File: src/sfr_pkg.sv
package sfr_pkg;

    // Configuration register indexes.
    localparam int CFG_IDX_W = 3;
    localparam logic [CFG_IDX_W-1:0] CFG_FLAG        = 3'd0;
    localparam logic [CFG_IDX_W-1:0] CFG_ADDRESS     = 3'd1;
    localparam logic [CFG_IDX_W-1:0] CFG_ESCAPE      = 3'd2;
    localparam logic [CFG_IDX_W-1:0] CFG_ESC_FLAG    = 3'd3;
    localparam logic [CFG_IDX_W-1:0] CFG_ESC_ESCAPE  = 3'd4;
    localparam logic [CFG_IDX_W-1:0] CFG_CTRL_SEQ0   = 3'd5;
    localparam logic [CFG_IDX_W-1:0] CFG_CTRL_SEQ1   = 3'd6;

    // Reset values of the configuration registers.
    localparam logic [7:0] RST_FLAG       = 8'h7E;
    localparam logic [7:0] RST_ADDRESS    = 8'h03;
    localparam logic [7:0] RST_ESCAPE     = 8'h7D;
    localparam logic [7:0] RST_ESC_FLAG   = 8'h5E;
    localparam logic [7:0] RST_ESC_ESCAPE = 8'h5D;
    localparam logic [7:0] RST_CTRL_SEQ0  = 8'h00;
    localparam logic [7:0] RST_CTRL_SEQ1  = 8'h40;

    // Result item kinds.
    localparam logic KIND_PAYLOAD = 1'b0;
    localparam logic KIND_END     = 1'b1;

    // End of frame verdicts.
    localparam logic [1:0] VERDICT_NEW       = 2'd0;
    localparam logic [1:0] VERDICT_DUPLICATE = 2'd1;
    localparam logic [1:0] VERDICT_CHECK_ERR = 2'd2;
    localparam logic [1:0] VERDICT_BAD_ESC   = 2'd3;

    typedef struct packed {
        logic [7:0] flag_byte;
        logic [7:0] address_byte;
        logic [7:0] escape_byte;
        logic [7:0] escaped_flag_code;
        logic [7:0] escaped_escape_code;
        logic [7:0] info_control_seq0;
        logic [7:0] info_control_seq1;
    } t_cfg;

    typedef struct packed {
        logic       item_kind;
        logic [7:0] payload_byte;
        logic [1:0] verdict;
        logic       reply_wanted;
        logic       reply_is_reject;
        logic       reply_seq;
    } t_result;

endpackage

File: src/sfr_rx_if.sv
interface sfr_rx_if;
    logic       valid;
    logic       ready;
    logic [7:0] rx_byte;

    modport source (output valid, output rx_byte, input ready);
    modport sink   (input valid, input rx_byte, output ready);
endinterface

File: src/sfr_res_if.sv
interface sfr_res_if;
    logic       valid;
    logic       ready;
    logic       item_kind;
    logic [7:0] payload_byte;
    logic [1:0] verdict;
    logic       reply_wanted;
    logic       reply_is_reject;
    logic       reply_seq;

    modport source (
        output valid, output item_kind, output payload_byte, output verdict,
        output reply_wanted, output reply_is_reject, output reply_seq,
        input ready
    );
    modport sink (
        input valid, input item_kind, input payload_byte, input verdict,
        input reply_wanted, input reply_is_reject, input reply_seq,
        output ready
    );
endinterface

File: src/sfr_cfg_regs.sv
module sfr_cfg_regs (
    input  logic                         i_clk,
    input  logic                         i_rst_n,
    input  logic                         i_cfg_we,
    input  logic [sfr_pkg::CFG_IDX_W-1:0] i_cfg_idx,
    input  logic [7:0]                   i_cfg_data,
    output sfr_pkg::t_cfg                o_cfg
);

    sfr_pkg::t_cfg r_cfg;

    always_ff @(posedge i_clk) begin
        if (!i_rst_n) begin
            r_cfg.flag_byte           <= sfr_pkg::RST_FLAG;
            r_cfg.address_byte        <= sfr_pkg::RST_ADDRESS;
            r_cfg.escape_byte         <= sfr_pkg::RST_ESCAPE;
            r_cfg.escaped_flag_code   <= sfr_pkg::RST_ESC_FLAG;
            r_cfg.escaped_escape_code <= sfr_pkg::RST_ESC_ESCAPE;
            r_cfg.info_control_seq0   <= sfr_pkg::RST_CTRL_SEQ0;
            r_cfg.info_control_seq1   <= sfr_pkg::RST_CTRL_SEQ1;
        end else if (i_cfg_we) begin
            case (i_cfg_idx)
                sfr_pkg::CFG_FLAG:       r_cfg.flag_byte           <= i_cfg_data;
                sfr_pkg::CFG_ADDRESS:    r_cfg.address_byte        <= i_cfg_data;
                sfr_pkg::CFG_ESCAPE:     r_cfg.escape_byte         <= i_cfg_data;
                sfr_pkg::CFG_ESC_FLAG:   r_cfg.escaped_flag_code   <= i_cfg_data;
                sfr_pkg::CFG_ESC_ESCAPE: r_cfg.escaped_escape_code <= i_cfg_data;
                sfr_pkg::CFG_CTRL_SEQ0:  r_cfg.info_control_seq0   <= i_cfg_data;
                sfr_pkg::CFG_CTRL_SEQ1:  r_cfg.info_control_seq1   <= i_cfg_data;
                default: begin
                end
            endcase
        end
    end

    assign o_cfg = r_cfg;

endmodule

File: src/sfr_parser.sv
module sfr_parser (
    input  logic             i_clk,
    input  logic             i_rst_n,
    input  sfr_pkg::t_cfg    i_cfg,
    input  logic             i_valid,
    input  logic [7:0]       i_byte,
    output logic             o_ready,
    output logic             o_res_valid,
    input  logic             i_res_ready,
    output sfr_pkg::t_result o_res
);

    typedef enum logic [2:0] {
        ST_HUNT = 3'd0,
        ST_ADDR = 3'd1,
        ST_CTRL = 3'd2,
        ST_HCHK = 3'd3,
        ST_DATA = 3'd4,
        ST_ESC  = 3'd5
    } t_state;

    t_state           r_state, n_state;
    logic [7:0]       r_held, n_held;
    logic             r_held_valid, n_held_valid;
    logic [7:0]       r_xor, n_xor;
    logic             r_frame_seq, n_frame_seq;
    logic             r_expected_seq, n_expected_seq;
    logic             r_data_seen, n_data_seen;
    logic             r_res_valid;
    sfr_pkg::t_result r_res, n_res;
    logic             n_emit;
    logic             w_proc;

    // The result register is free when empty or being taken this cycle.
    assign o_ready = !r_res_valid || i_res_ready;
    assign w_proc  = i_valid && o_ready;

    always_comb begin
        logic       take;
        logic [7:0] data;
        logic [7:0] ctrl;
        logic       ok;

        take           = 1'b0;
        data           = i_byte;
        ctrl           = r_frame_seq ? i_cfg.info_control_seq1 : i_cfg.info_control_seq0;
        ok             = 1'b0;
        n_state        = r_state;
        n_held         = r_held;
        n_held_valid   = r_held_valid;
        n_xor          = r_xor;
        n_frame_seq    = r_frame_seq;
        n_expected_seq = r_expected_seq;
        n_data_seen    = r_data_seen;
        n_emit         = 1'b0;
        n_res          = '0;

        case (r_state)
            ST_ADDR: begin
                if (i_byte == i_cfg.address_byte) begin
                    n_state = ST_CTRL;
                end else begin
                    n_state = (i_byte == i_cfg.flag_byte) ? ST_ADDR : ST_HUNT;
                end
            end
            ST_CTRL: begin
                if (i_byte == i_cfg.info_control_seq0) begin
                    n_frame_seq = 1'b0;
                    n_state     = ST_HCHK;
                end else if (i_byte == i_cfg.info_control_seq1) begin
                    n_frame_seq = 1'b1;
                    n_state     = ST_HCHK;
                end else begin
                    n_state = (i_byte == i_cfg.flag_byte) ? ST_ADDR : ST_HUNT;
                end
            end
            ST_HCHK: begin
                if (i_byte == (i_cfg.address_byte ^ ctrl)) begin
                    n_state      = ST_DATA;
                    n_held_valid = 1'b0;
                    n_xor        = '0;
                    n_data_seen  = 1'b0;
                end else begin
                    n_state = ST_HUNT;
                end
            end
            ST_DATA: begin
                if (i_byte == i_cfg.flag_byte) begin
                    // Closing flag: the held byte is the check byte.
                    n_state = ST_HUNT;
                    n_emit  = 1'b1;
                    ok      = r_held_valid && r_data_seen && (r_xor == r_held);
                    n_res.item_kind    = sfr_pkg::KIND_END;
                    n_res.reply_wanted = 1'b1;
                    n_res.reply_seq    = ~r_frame_seq;
                    if (!ok) begin
                        n_res.verdict         = sfr_pkg::VERDICT_CHECK_ERR;
                        n_res.reply_is_reject = 1'b1;
                    end else if (r_frame_seq == r_expected_seq) begin
                        n_res.verdict  = sfr_pkg::VERDICT_NEW;
                        n_expected_seq = ~r_expected_seq;
                    end else begin
                        n_res.verdict = sfr_pkg::VERDICT_DUPLICATE;
                    end
                end else if (i_byte == i_cfg.escape_byte) begin
                    n_state = ST_ESC;
                end else begin
                    take = 1'b1;
                end
            end
            ST_ESC: begin
                if (i_byte == i_cfg.escaped_flag_code) begin
                    n_state = ST_DATA;
                    take    = 1'b1;
                    data    = i_cfg.flag_byte;
                end else if (i_byte == i_cfg.escaped_escape_code) begin
                    n_state = ST_DATA;
                    take    = 1'b1;
                    data    = i_cfg.escape_byte;
                end else begin
                    n_state         = ST_HUNT;
                    n_emit          = 1'b1;
                    n_res.item_kind = sfr_pkg::KIND_END;
                    n_res.verdict   = sfr_pkg::VERDICT_BAD_ESC;
                end
            end
            default: begin
                n_state = (i_byte == i_cfg.flag_byte) ? ST_ADDR : ST_HUNT;
            end
        endcase

        // A data byte releases the one held before it.
        if (take) begin
            if (r_held_valid) begin
                n_emit             = 1'b1;
                n_res.item_kind    = sfr_pkg::KIND_PAYLOAD;
                n_res.payload_byte = r_held;
                n_xor              = r_xor ^ r_held;
                n_data_seen        = 1'b1;
            end
            n_held       = data;
            n_held_valid = 1'b1;
        end
    end

    always_ff @(posedge i_clk) begin
        if (!i_rst_n) begin
            r_state        <= ST_HUNT;
            r_held_valid   <= 1'b0;
            r_xor          <= '0;
            r_frame_seq    <= 1'b0;
            r_expected_seq <= 1'b0;
            r_data_seen    <= 1'b0;
            r_res_valid    <= 1'b0;
        end else begin
            if (w_proc) begin
                r_state        <= n_state;
                r_held_valid   <= n_held_valid;
                r_xor          <= n_xor;
                r_frame_seq    <= n_frame_seq;
                r_expected_seq <= n_expected_seq;
                r_data_seen    <= n_data_seen;
                r_res_valid    <= n_emit;
            end else if (i_res_ready) begin
                r_res_valid <= 1'b0;
            end
        end
        if (w_proc) begin
            r_held <= n_held;
            if (n_emit) begin
                r_res <= n_res;
            end
        end
    end

    assign o_res_valid = r_res_valid;
    assign o_res       = r_res;

endmodule

File: src/stuffed_frame_receiver.sv
// Byte-stuffed frame receiver with stop-and-wait sequencing. Each request on
// i_rx carries one received line byte; the block hunts for a flag, the
// configured address, one of the two information control codes (which give
// the frame's sequence bit) and a header check equal to address XOR control.
// The data field is destuffed (escape followed by the escaped-flag or
// escaped-escape code) and each data byte leaves on o_res one byte late, so
// the trailing check byte is never passed on. The closing flag produces one
// end-of-frame request with the verdict (new frame, duplicate, check error)
// and the RR or REJ reply to send, carrying the inverse of the frame's
// sequence bit; an unknown code after an escape ends the frame with a
// bad-escape verdict and no reply. After any end request the receiver hunts
// again, and the closing flag does not open the next frame. The block
// accepts one byte per clock cycle; a byte is registered on acceptance,
// parsed in the next cycle and its result, if any, sits in the output
// register from the cycle after that. When the consumer holds off the
// output register, the input register fills and i_rx.ready drops until
// the pending result is taken. Configuration registers are written
// through i_cfg_we / i_cfg_idx / i_cfg_data and must only be changed
// while no frame is in flight.
module stuffed_frame_receiver (
    input  logic                          i_clk,
    input  logic                          i_rst_n,
    sfr_rx_if.sink                        i_rx,
    sfr_res_if.source                     o_res,
    input  logic                          i_cfg_we,
    input  logic [sfr_pkg::CFG_IDX_W-1:0] i_cfg_idx,
    input  logic [7:0]                    i_cfg_data
);

    sfr_pkg::t_cfg    w_cfg;
    sfr_pkg::t_result w_res;
    logic             w_parse_ready;

    // Input register: holds one accepted byte until the parser takes it.
    logic       r_in_valid;
    logic [7:0] r_in_byte;
    logic       w_in_ready;

    assign w_in_ready = !r_in_valid || w_parse_ready;
    assign i_rx.ready = w_in_ready;

    always_ff @(posedge i_clk) begin
        if (!i_rst_n) begin
            r_in_valid <= 1'b0;
        end else if (w_in_ready) begin
            r_in_valid <= i_rx.valid;
        end
        if (w_in_ready && i_rx.valid) begin
            r_in_byte <= i_rx.rx_byte;
        end
    end

    sfr_cfg_regs u_cfg (
        .i_clk      (i_clk),
        .i_rst_n    (i_rst_n),
        .i_cfg_we   (i_cfg_we),
        .i_cfg_idx  (i_cfg_idx),
        .i_cfg_data (i_cfg_data),
        .o_cfg      (w_cfg)
    );

    sfr_parser u_parser (
        .i_clk       (i_clk),
        .i_rst_n     (i_rst_n),
        .i_cfg       (w_cfg),
        .i_valid     (r_in_valid),
        .i_byte      (r_in_byte),
        .o_ready     (w_parse_ready),
        .o_res_valid (o_res.valid),
        .i_res_ready (o_res.ready),
        .o_res       (w_res)
    );

    assign o_res.item_kind       = w_res.item_kind;
    assign o_res.payload_byte    = w_res.payload_byte;
    assign o_res.verdict         = w_res.verdict;
    assign o_res.reply_wanted    = w_res.reply_wanted;
    assign o_res.reply_is_reject = w_res.reply_is_reject;
    assign o_res.reply_seq       = w_res.reply_seq;

endmodule

File: src/flat_wrapper.sv
// flat-port wrapper written by rule: the top's interface ports become plain ports
module stuffed_frame_receiver_flat 
  (i_clk, i_rst_n, i_cfg_we, i_cfg_idx, i_cfg_data, i_rx_valid, i_rx_rx_byte, i_rx_ready, o_res_valid, o_res_item_kind, o_res_payload_byte, o_res_verdict, o_res_reply_wanted, o_res_reply_is_reject, o_res_reply_seq, o_res_ready);
  sfr_rx_if i_rx_i ();
  sfr_res_if o_res_i ();
  input  logic i_clk;
  input  logic i_rst_n;
  input  logic i_cfg_we;
  input  logic [sfr_pkg::CFG_IDX_W-1:0] i_cfg_idx;
  input  logic [7:0] i_cfg_data;
  input wire logic [$bits(i_rx_i.valid)-1:0] i_rx_valid;
  input wire logic [$bits(i_rx_i.rx_byte)-1:0] i_rx_rx_byte;
  output wire logic [$bits(i_rx_i.ready)-1:0] i_rx_ready;
  output wire logic [$bits(o_res_i.valid)-1:0] o_res_valid;
  output wire logic [$bits(o_res_i.item_kind)-1:0] o_res_item_kind;
  output wire logic [$bits(o_res_i.payload_byte)-1:0] o_res_payload_byte;
  output wire logic [$bits(o_res_i.verdict)-1:0] o_res_verdict;
  output wire logic [$bits(o_res_i.reply_wanted)-1:0] o_res_reply_wanted;
  output wire logic [$bits(o_res_i.reply_is_reject)-1:0] o_res_reply_is_reject;
  output wire logic [$bits(o_res_i.reply_seq)-1:0] o_res_reply_seq;
  input wire logic [$bits(o_res_i.ready)-1:0] o_res_ready;
  assign i_rx_i.valid = i_rx_valid;
  assign i_rx_i.rx_byte = i_rx_rx_byte;
  assign i_rx_ready = i_rx_i.ready;
  assign o_res_valid = o_res_i.valid;
  assign o_res_item_kind = o_res_i.item_kind;
  assign o_res_payload_byte = o_res_i.payload_byte;
  assign o_res_verdict = o_res_i.verdict;
  assign o_res_reply_wanted = o_res_i.reply_wanted;
  assign o_res_reply_is_reject = o_res_i.reply_is_reject;
  assign o_res_reply_seq = o_res_i.reply_seq;
  assign o_res_i.ready = o_res_ready;
  stuffed_frame_receiver u_core (.i_clk(i_clk), .i_rst_n(i_rst_n), .i_rx(i_rx_i), .o_res(o_res_i), .i_cfg_we(i_cfg_we), .i_cfg_idx(i_cfg_idx), .i_cfg_data(i_cfg_data));
endmodule
File: config.mk
export PLATFORM = sky130hd
export DESIGN_NAME = stuffed_frame_receiver_flat
export DESIGN_NICKNAME = d
export VERILOG_FILES = /design/src/sfr_pkg.sv /design/src/sfr_rx_if.sv /design/src/sfr_res_if.sv /design/src/sfr_cfg_regs.sv /design/src/sfr_parser.sv /design/src/stuffed_frame_receiver.sv /design/src/flat_wrapper.sv
export SDC_FILE = /design/constraint.sdc
export NUM_CORES = 1
export LEC_CHECK = 0
export BUFFER_PORTS_ARGS = -buffer_cell sky130_fd_sc_hd__buf_2
export CAP_MARGIN = 10
export CORE_UTILIZATION = 29
export CTS_CLUSTER_SIZE = 40
export DETAILED_ROUTE_END_ITERATION = 8
export PLACE_DENSITY = 0.46
export SETUP_SLACK_MARGIN = 0.4
export SYNTH_ARGS = -nofsm -noshare
export SYNTH_HDL_FRONTEND = slang
export SYNTH_SLANG_ARGS = --single-unit
File: constraint.sdc
create_clock -name i_clk -period 3 [get_ports i_clk]
set_input_delay 0.15 -clock i_clk [delete_from_list [all_inputs] [get_ports i_clk]]
set_output_delay 0.15 -clock i_clk [all_outputs]
set_load 0.02 [all_outputs]
Word level (Yosys, flattened, before mapping). Cells that the tools add are included.

Flip-flop bits (word level): 103. Bits in latches: 0. Bits in writable memories: 0. Bits in read-only memories: 0. Input port bits: 24. Output and inout bits: 16. Word-level logic and storage cells: 126. Memories: 0.

$add $sub $neg: 0. Multipliers: 0. Div/mod/pow operators: 0. Order comparisons: 0. Equality and inequality tests: 22. Shifts and indexed selects: 0. Multiplexer cells: 49. Bitwise operators: 4. Reductions and logical operators: 28.

Operator list (number): equality test 8 bit (9); two-way mux 8 bit (8); AND reduction 2 bit (12); two-way mux 1 bit (23); two-way mux 9 bit (2); XOR 8 bit (2); equality test 3 bit (second input constant) (5); two-way mux 3 bit (5); one-hot mux 3 bit (5 select lines) (1); equality test 3 x 2 -> 1 bit (second input constant) (4); two-way mux 2 bit (6); nonzero test 2 bit (4); equality test 3 x 1 -> 1 bit (second input constant) (2); AND reduction 3 bit (2); two-way mux 5 bit (1); AND reduction 5 bit (1); logical AND 1 bit (4); one-hot mux 1 bit (2 select lines) (2); one-hot mux 2 bit (2 select lines) (1); zero test 3 bit (1); inequality test 3 bit (second input constant) (1); zero test 1 bit (2); logical OR 1 bit (2); inverter 1 bit (2); equality test 1 bit (1).

Logic depth before layout (Yosys ltp). Gate-level depths: netlist of the first run.

Word-level depth: 7. Depth in mapped cells: 9. Depth with buffers taken out: 7.

Cells and area by module. A second synthesis of the first run with hierarchy kept.

Cell total of the unflattened synthesis: 540. Area total of the unflattened synthesis: 5387.7 µm².

Modules (own cells, without submodules): sfr_parser (times used 1, cells each 321, area each 2916.5 µm², seq. area each 980.9 µm²); sfr_cfg_regs (times used 1, cells each 206, area each 2173.3 µm², seq. area each 1121.1 µm²); stuffed_frame_receiver (times used 1, cells each 13, area each 297.8 µm², seq. area each 260.2 µm²).

Least setup slack after synthesis of the first run. No wires, ideal clock.

Path kind: reg2reg. Start point: register u_core.r_in_byte[6]. End point: register u_core.u_parser.r_res (netlist bit u_core.u_parser.o_res[0]), enable pin. Library setup time: 0.384 ns. Arrival time: 2.424 ns. Data required time: 2.616 ns. Slack: 0.191 ns. Stages on the path, launching flop included: 10. Path buffers: 2. Clock period less this slack: 2.809 ns. Cells stage by stage: edfxtp_1 > buf_6 > xor2_2 > nor4_2 > nand2_2 > a21o_1 > a21oi_4 > buf_2 > nor2b_1 > nor2_1.

Cells in the longest elaborated chain, start to end: 7. Elaborated cells on any way between the ends: 16. Those cells by class: eq/ne: 4; mux: 11; reduce/logical: 1.

Ends and longest elaborated chain: start, declared (line stuffed_frame_receiver.sv:36) `logic [7:0] r_in_byte;`; start signal, assigned (line stuffed_frame_receiver.sv:49) `r_in_byte <= i_rx.rx_byte;`; equality test 8 bit (line sfr_parser.sv:116) `end else if (i_byte == i_cfg.escaped_escape_code) begin`; two-way mux 1 bit (line sfr_parser.sv:116); two-way mux 1 bit (line sfr_parser.sv:112) `if (i_byte == i_cfg.escaped_flag_code) begin`; one-hot mux 1 bit (2 select lines) (line sfr_parser.sv:58) `case (r_state)`; two-way mux 1 bit (line sfr_parser.sv:134) `if (r_held_valid) begin`; two-way mux 1 bit * (line sfr_parser.sv:133) `if (take) begin`; AND reduction 2 bit (no line) *; end signal, assigned (line sfr_parser.sv:171) `r_res <= n_res;`; end, declared (line sfr_parser.sv:30) `sfr_pkg::t_result r_res, n_res;`.

Every way passes the cells marked *; elsewhere a longest branch is shown, timed or not. A chain may end at the register's enable or synchronous reset.

Worst setup path after layout of the first run.
Start point: register u_core.r_in_byte[1]. End point: register u_core.u_parser.r_res (netlist bit u_core.u_parser.o_res[8]), enable pin.

Same word-level chain as after synthesis.

==> impl_metrics.ini, run 1 <==
[yosys]
synthFlopType = dfxtp_1
synthAdderAreaFrac_pct = 0.2413
synth-compound-area-share_pct = 10.62
synth_edf_count = 30
postSynthRegisterBits = 103
yosys.area_share.simple_pct = 25.74
synthXorXnorAreaFrac_pct = 12.62
synth_top_family_by_area = simple AND/OR/NAND/NOR gates
synthCells = 589
synth_top_area_cell = dfxtp_1
synth_async_sr_flop_share_pct = 0
synth_area_leaders = dfxtp_1 (28%), edfxtp_1 (17%), nand2_1 (11%), xor2_1 (8.4%), a21boi_0 (4.8%)
synth.distinct_cells = 41
synthMuxAreaShare_pct = 1.737
synth_nets = 614
ys_seq_area_share_pct = 45.55
yosysWarnings = 0
synth_top_area_share_pct = 28.18
synth.avg_cell_area_sq_um = 8.805
netlist_area_sq_um = 5186

[cts]
clk_latency_ns = 0.36
htreeDepth = 3
clockBufferDepth = 2
clkSinkCount = 103
ctsResizeCount = 0
cts_made_buffers = 9
cts_tree = built
cts-root-buf = clkbuf_16
clkSlewWorstSetupHoldPaths_ns = 0.07

[die]
die_w_microns = 135.7
die_h_microns = 135.7
core_area_sq_um = 17360
rows = 48
die_area_sq_um = 18420
io_pins = 40
start_util_pct = 29.88

[placement]
dp_hpwl_microns = 10280
place_ws_ns = 0.4154
placed_cell_area_sq_um = 5589
numPortBuffers = 39
gp_congestion = 0.8323

[sta]
fmax_mhz = 413.7
grt_setup_unrepaired = false
layout_setup_ws_ns = 0.5830
period_needed_ns = 2.417
finalClockSkew_ns = 0.009096
worstMarginPinSlew_ns = 0.8578
relSlewSlack_pct = 42.37
finalSetupViolCount = 0
final.setup.tns_ns = 0
hold_violations = 0
period_share_pct = 80.57
slew_violations = 0

[final_layout]
layout.nets = 676
layout_commonest_cell = nand2_1
num-fill-cells = 1769
area_growth_syn_to_layout_pct = 17.97
layout-drive-gt1-share_pct = 13.72
postLayoutCellArea_sq_um = 6118
most-common-layout-cells = nand2_1 (150), dfxtp_1 (73), xor2_1 (50)
num_antenna_cells = 0

[pwr]
ir_worst_vdd_v = 0.0002993
leakagePower_nw = 2.431
total_power_mw = 2.932
power_density_nw_per_um2 = 479.1

[setup_path]
endpoint_kind = flip-flop
start_kind = flip-flop
crit_arrival_ns = 2.47
worstRegToRegCells = 9
path_class = flip-flop to flip-flop
required_ns = 3.05
path_max_fanout = 14
r2r_slack_ns = 0.58
rr_endpoint = u_core.u_parser.o_res[8]
r2r-start = u_core.r_in_byte[1]

[global_route]
grt_pass1_vias = 4053
grt_start_max_net_pins = 42
antenna_found_initial = 0
grt_use_total_pct = 16.42
grt_pass1_wl_microns = 22510
gr-total-overflow = 0

[route]
vias = 4284
wirelength_microns = 14280
via_per_inst = 4.863
drt_iter0_markers = 253
ant_nets = 0
first_pass_iters = 5
wl_per_cell_microns = 16.21
drc_errors = 0

[worst_hold_path]
min_to = u_core.r_in_valid
min_from = i_rx_valid
worstHoldPathType = primary input to flip-flop
worstHoldPathCells = 3

[run]
max-cap-violations = 0

[status]
status = finished, final reports clean
-- metal layers --
layer / part of all wire (%) / global-route usage, % / up-vias
met4: 1.7 / 5.868 / 0
met3: 4.0 / 2.993 / 18
met1: 49 / 21.62 / 2038
li1: - / - / 2123
met5: 0 / 0 / -
met2: 46 / 26.70 / 105
-- synth_stat cells (2+ instances only) --
| library cell | number |
|---|---|
| nand3_1 | 42 |
| edfxtp_1 | 30 |
| nor3_1 | 4 |
| o21ai_0 | 16 |
| buf_2 | 7 |
| nor4_2 | 2 |
| and3_1 | 19 |
| xor2_1 | 50 |
| a21oi_1 | 3 |
| nor2_1 | 23 |
| nand2_1 | 150 |
| a21o_1 | 2 |
| a21boi_0 | 33 |
| nand4_1 | 4 |
| nor2b_1 | 9 |
| dfxtp_1 | 73 |
| mux2i_1 | 9 |
| clkbuf_1 | 15 |
| xnor2_1 | 21 |
| buf_6 | 4 |
| xor2_2 | 2 |
| a31oi_1 | 7 |
| nand2b_1 | 7 |
| inv_1 | 12 |
| nor4_1 | 11 |
| a311o_1 | 8 |
| and2_1 | 12 |
-- cells by family after synthesis --
group                      count (synthesis)
DFF                                      103
and+or+nand+nor                          288
AOI/OAI and AO/OA                         77
buffers and inverters                     38
adders and majority gates                  1
muxes                                      9
xor gates and xnor gates                  73
-- state kept, by name, summed over array words and instances (netlist names), 3 cells and up --
name and count:
u_core.u_parser.r_xor 8, u_core.u_parser.o_res 14, u_core.u_parser.r_state 3, u_core.u_parser.r_held 8, u_core.r_in_byte 8, u_core.u_cfg.o_cfg 56
-- critical path: stages (launching register included) --
cell and delay (ns):
edfxtp_1 0.50, buf_4 0.19, xnor2_1 0.13, nand4_1 0.11
nor2_1 0.26, nand3_1 0.24, a21o_1 0.24, nor2b_1 0.15
nor2_2 0.08, buf_4 0.22
-- report_power, final --
part | internal [mW] | switching, mW
sequential | 1.46 | 0.0383
clock | 0.612 | 0.532
combinational | 0.125 | 0.165
total | 2.20 | 0.736
-- final cells by class --
type	count	area, sq um	area share [%]
multi-input combinational	448	2645	43.23
tap	225	281.5	4.601
sequential	103	2362	38.61
timing repair buffer	77	500.5	8.180
inverter	12	45.04	0.7362
clock buffer	11	254.0	4.151
clock inverter	5	30.03	0.4908
-- repair_timing --
action / in CTS / in global routing
setup endpoints to repair: 0 / 30
buffers inserted: 0 / 22
hold buffers: 8 / 0
endpoints found under the hold margin: 8 / 0
-- through the flow --
| stage | util [%] | hold slack [ns] | cells |
|---|---|---|---|
| floorplan | - | 0.2489 | 589 |
| CTS | 34.30 | 0.03892 | 859 |
| finish | 35.25 | 0.05156 | 881 |
| global route | 35.25 | 0.05948 | 881 |
| global placement | 32.20 | 0.3349 | 835 |
| detailed placement | 32.20 | 0.3385 | 835 |
-- worst max path at each step --
| stage | startpoint | to | slack, ns | depth (start not counted) |
|---|---|---|---|---|
| after detailed placement | u_core.r_in_byte[1] | u_core.u_parser.o_res[10] | 0.42 | 8 |
| after floorplan | u_core.r_in_byte[6] | u_core.u_parser.o_res[0] | 0.42 | 9 |
| final | u_core.r_in_byte[1] | u_core.u_parser.o_res[8] | 0.58 | 9 |
| after global routing | u_core.u_parser.r_frame_seq | u_core.u_parser.r_xor[4] | 0.41 | 6 |
| after global placement | u_core.r_in_byte[1] | u_core.u_parser.o_res[6] | 0.48 | 8 |
| after CTS | u_core.r_in_byte[1] | u_core.u_parser.o_res[8] | 0.40 | 8 |
Note: power is estimated with default switching activity, not from simulation.
==> inputs of run 2 (changes only) <==
Settings changed: ABC_AREA from default to 1, PLACE_DENSITY 0.46 to 0.44.
Clock period 3 ns to 2.4 ns, I/O delays scaled along.
==> run 2 against run 1 <==
  * The flow now finishes with violations (DRC)
  * Largest power group unchanged
  * Non-clock buffer count increased by 19
  * Clock-buffer cell count grew 1
  * Setup slack worse by 0.22 ns
  * Critical path type unchanged
  * Utilization is 1.7 points higher
==> impl_metrics.ini, run 2 <==
[status]
status = finished with violations
violations = DRC

[route]
drt_iter0_markers = 232
via_per_inst = 4.619
wirelength_microns = 15500
wl_per_cell_microns = 15.36
vias = 4661
ant_nets = 0
drc_errors = 8
first_pass_iters = 6

[sta]
period_needed_ns = 2.035
slew_violations = 0
finalClockSkew_ns = 0.004456
worstMarginPinSlew_ns = 0.5573
grt_setup_unrepaired = true
period_share_pct = 84.78
fmax_mhz = 491.5
relSlewSlack_pct = 62.32
final.setup.tns_ns = 0
finalSetupViolCount = 0
hold_violations = 0

[setup_path]
endpoint_kind = flip-flop
max_stage_delay_ns = 0.44
path_buf_inv = 2
path_max_fanout = 7
path_class = flip-flop to flip-flop
cpMaxStageDelayCell = edfxtp_1
cp_top_family = simple AND/OR/NAND/NOR gates
start_kind = flip-flop
crit_top_cell = nand2_4
crit_arrival_ns = 2.10
required_ns = 2.47
worstPathCellList = buf_12, xnor2_2, nand2_1, nor2_4, nand2_4, nand2_4, nand2_4, nand2_8, nand4_1, buf_6, nand2_8

[yosys]
synth_async_sr_flop_share_pct = 0
ys_seq_area_share_pct = 43.94
synth.avg_cell_area_sq_um = 7.758
synthCells = 693
synth_edf_count = 30
synth_top_area_cell = dfxtp_1
synthFlopType = dfxtp_1
yosysMostFrequentCell = nand2_1
yosys-top-cells-count = nand2_1 (161), nor2_1 (95), dfxtp_1 (73), inv_1 (64), o21ai_0 (55)
netlist_area_sq_um = 5376
synth_top_area_share_pct = 27.18
synth_nets = 718
postSynthRegisterBits = 103
synth_area_leaders = dfxtp_1 (27%), edfxtp_1 (17%), nand2_1 (11%), nor2_1 (6.6%), o21ai_0 (5.1%)
yosysWarnings = 0
synth.distinct_cells = 39

[cts]
clkSinkCount = 103
clk_latency_ns = 0.35
cts-root-buf = clkbuf_16
cts_tree = built
cts_made_buffers = 9
clkSlewWorstSetupHoldPaths_ns = 0.07
clockBufferDepth = 2
htreeDepth = 3

[die]
io_pins = 40
start_util_pct = 29.73
rows = 49
die_h_microns = 138.2
die_area_sq_um = 19090
core_area_sq_um = 18090
die_w_microns = 138.2

[final_layout]
num_antenna_cells = 0
register_area_sq_um = 2362
layout.nets = 800
layout_commonest_cell = nand2_1
multi_input_area_sq_um = 2766
layout-drive-gt1-share_pct = 22.56
area_growth_syn_to_layout_pct = 24.39
most-common-layout-cells = nand2_1 (156), nor2_1 (85), dfxtp_1 (73)
num-fill-cells = 1886
largest_register_ffs = 56
final_util_pct = 36.98

[global_route]
grt_pass1_vias = 4568
gr-total-overflow = 0
grt_start_max_net_pins = 23
antenna_found_initial = 0
grt_pass1_wl_microns = 24650
grt_use_total_pct = 16.80

[pwr]
p_clk_share_pct = 35.6
ir_worst_vdd_v = 0.0003441
switching_power_mw = 0.9877
leakagePower_nw = 3.036
power_density_nw_per_um2 = 561.4
p_seq_share_pct = 50.2
p_sw_share_pct = 26.31
p_int_mw = 2.766
comb_power_share_pct = 14.1

[placement]
gp_congestion = 0.8553
dp_hpwl_microns = 11310
numPortBuffers = 39

[run]
max-cap-violations = 0

[worst_hold_path]
worstHoldPathType = primary input to flip-flop
==> run 2: cell count changes after synthesis, sizes merged, moves of 9 or more <==
| cell | before | now |
|---|---|---|
| o21ai | 17 | 63 |
| nor2 | 24 | 106 |
| nor4 | 13 | 0 |
| inv | 12 | 71 |
| nor2b | 9 | 0 |
| xor2 | 52 | 26 |
| a21oi | 4 | 20 |
| nand4 | 4 | 13 |
| nand2 | 151 | 172 |
| and2 | 12 | 0 |
| and3 | 19 | 1 |
| a21boi | 33 | 0 |
==> run 2: final timing paths <==
check	start	endpoint	slack, ns	cells after the start
setup / recovery	u_core.r_in_byte[2]	u_core.u_parser.o_res[7]	0.37	11
hold / removal	i_rx_valid	u_core.r_in_valid	0.05	3
setup reg to reg	u_core.r_in_byte[2]	u_core.u_parser.o_res[7]	0.37	11
hold reg to reg	u_core.u_cfg.o_cfg[21]	u_core.u_cfg.o_cfg[21]	0.47	2
==> run 2: worst reg2reg max path: stages, from the launching register on <==
cell and delay, ns:
edfxtp_1 0.44, buf_12 0.17, xnor2_2 0.12, nand2_1 0.10, nor2_4 0.19, nand2_4 0.09, nand2_4 0.08, nand2_4 0.07
nand2_8 0.08, nand4_1 0.12, buf_6 0.19, nand2_8 0.10
==> run 2: final cells by class <==
cell class / instances / area share, %
Clock buffer: 12 / 3.536
Inverter: 74 / 4.266
Multi-Input combinational cell: 491 / 41.37
Timing Repair Buffer: 96 / 10.89
Sequential cell: 103 / 35.32
Clock inverter: 4 / 0.3368
Tap cell: 229 / 4.284
==> run 2: timing repair <==
action                                 CTS  global route
buffers inserted                        21             3
gates cloned                             1             1
hold buffers                             7             1
setup endpoints to repair               54            49
pin swaps                               15             7
endpoints found under the hold margin    7             1
resized for setup                       23            33
==> run 2: logic make-up (layout without fill, tap and decap cells) <==
kind of cell / Yosys count / in the layout / share of synthesized area (%)
buffers and inverters: 100 / 186 / 8.378
and+or+nand+nor: 339 / 340 / 28.42
xor gates and xnor gates: 55 / 55 / 9.379
adders and majority gates: 1 / 1 / 0.2327
AOI/OAI and AO/OA: 92 / 92 / 9.099
muxes: 3 / 3 / 0.5586
DFF: 103 / 103 / 43.94
==> run 2: power by group through the flow <==
stage          combinational (mW)  clock (mW)  sequential (mW)
2_1_floorplan               0.310           0             1.91
3_3_place_gp                0.396           0             1.96
4_1_cts                     0.504        1.38             1.88
5_1_grt                     0.583        1.45             1.89
3_5_place_dp                0.398           0             1.96
6_report                    0.531        1.34             1.89
==> run 2: routing by layer <==
layer | GRT usage [%] | vias up | part of all wire (%)
met1 | 21.67 | 2167 | 47
met4 | 4.731 | 0 | 1.7
met3 | 2.944 | 19 | 3.3
met2 | 28.81 | 99 | 48
li1 | - | 2376 | -
met5 | 0 | - | 0
==> run 2: per-stage QoR <==
| step | hold WS (ns) | power, mW | std cells | area [sq um] | setup slack, ns |
|---|---|---|---|---|---|
| after floorplan | 0.2189 | 2.217 | 693 | 5379 | 0.5224 |
| after global placement | 0.2978 | 2.351 | 959 | 5883 | 0.03874 |
| after detailed placement | 0.2986 | 2.355 | 959 | 5883 | 0.01631 |
| after CTS | 0.006793 | 3.771 | 1004 | 6511 | 0.4093 |
| after global routing | 0.05689 | 3.924 | 1009 | 6688 | 0.2746 |
| final | 0.04691 | 3.754 | 1009 | 6688 | 0.3654 |
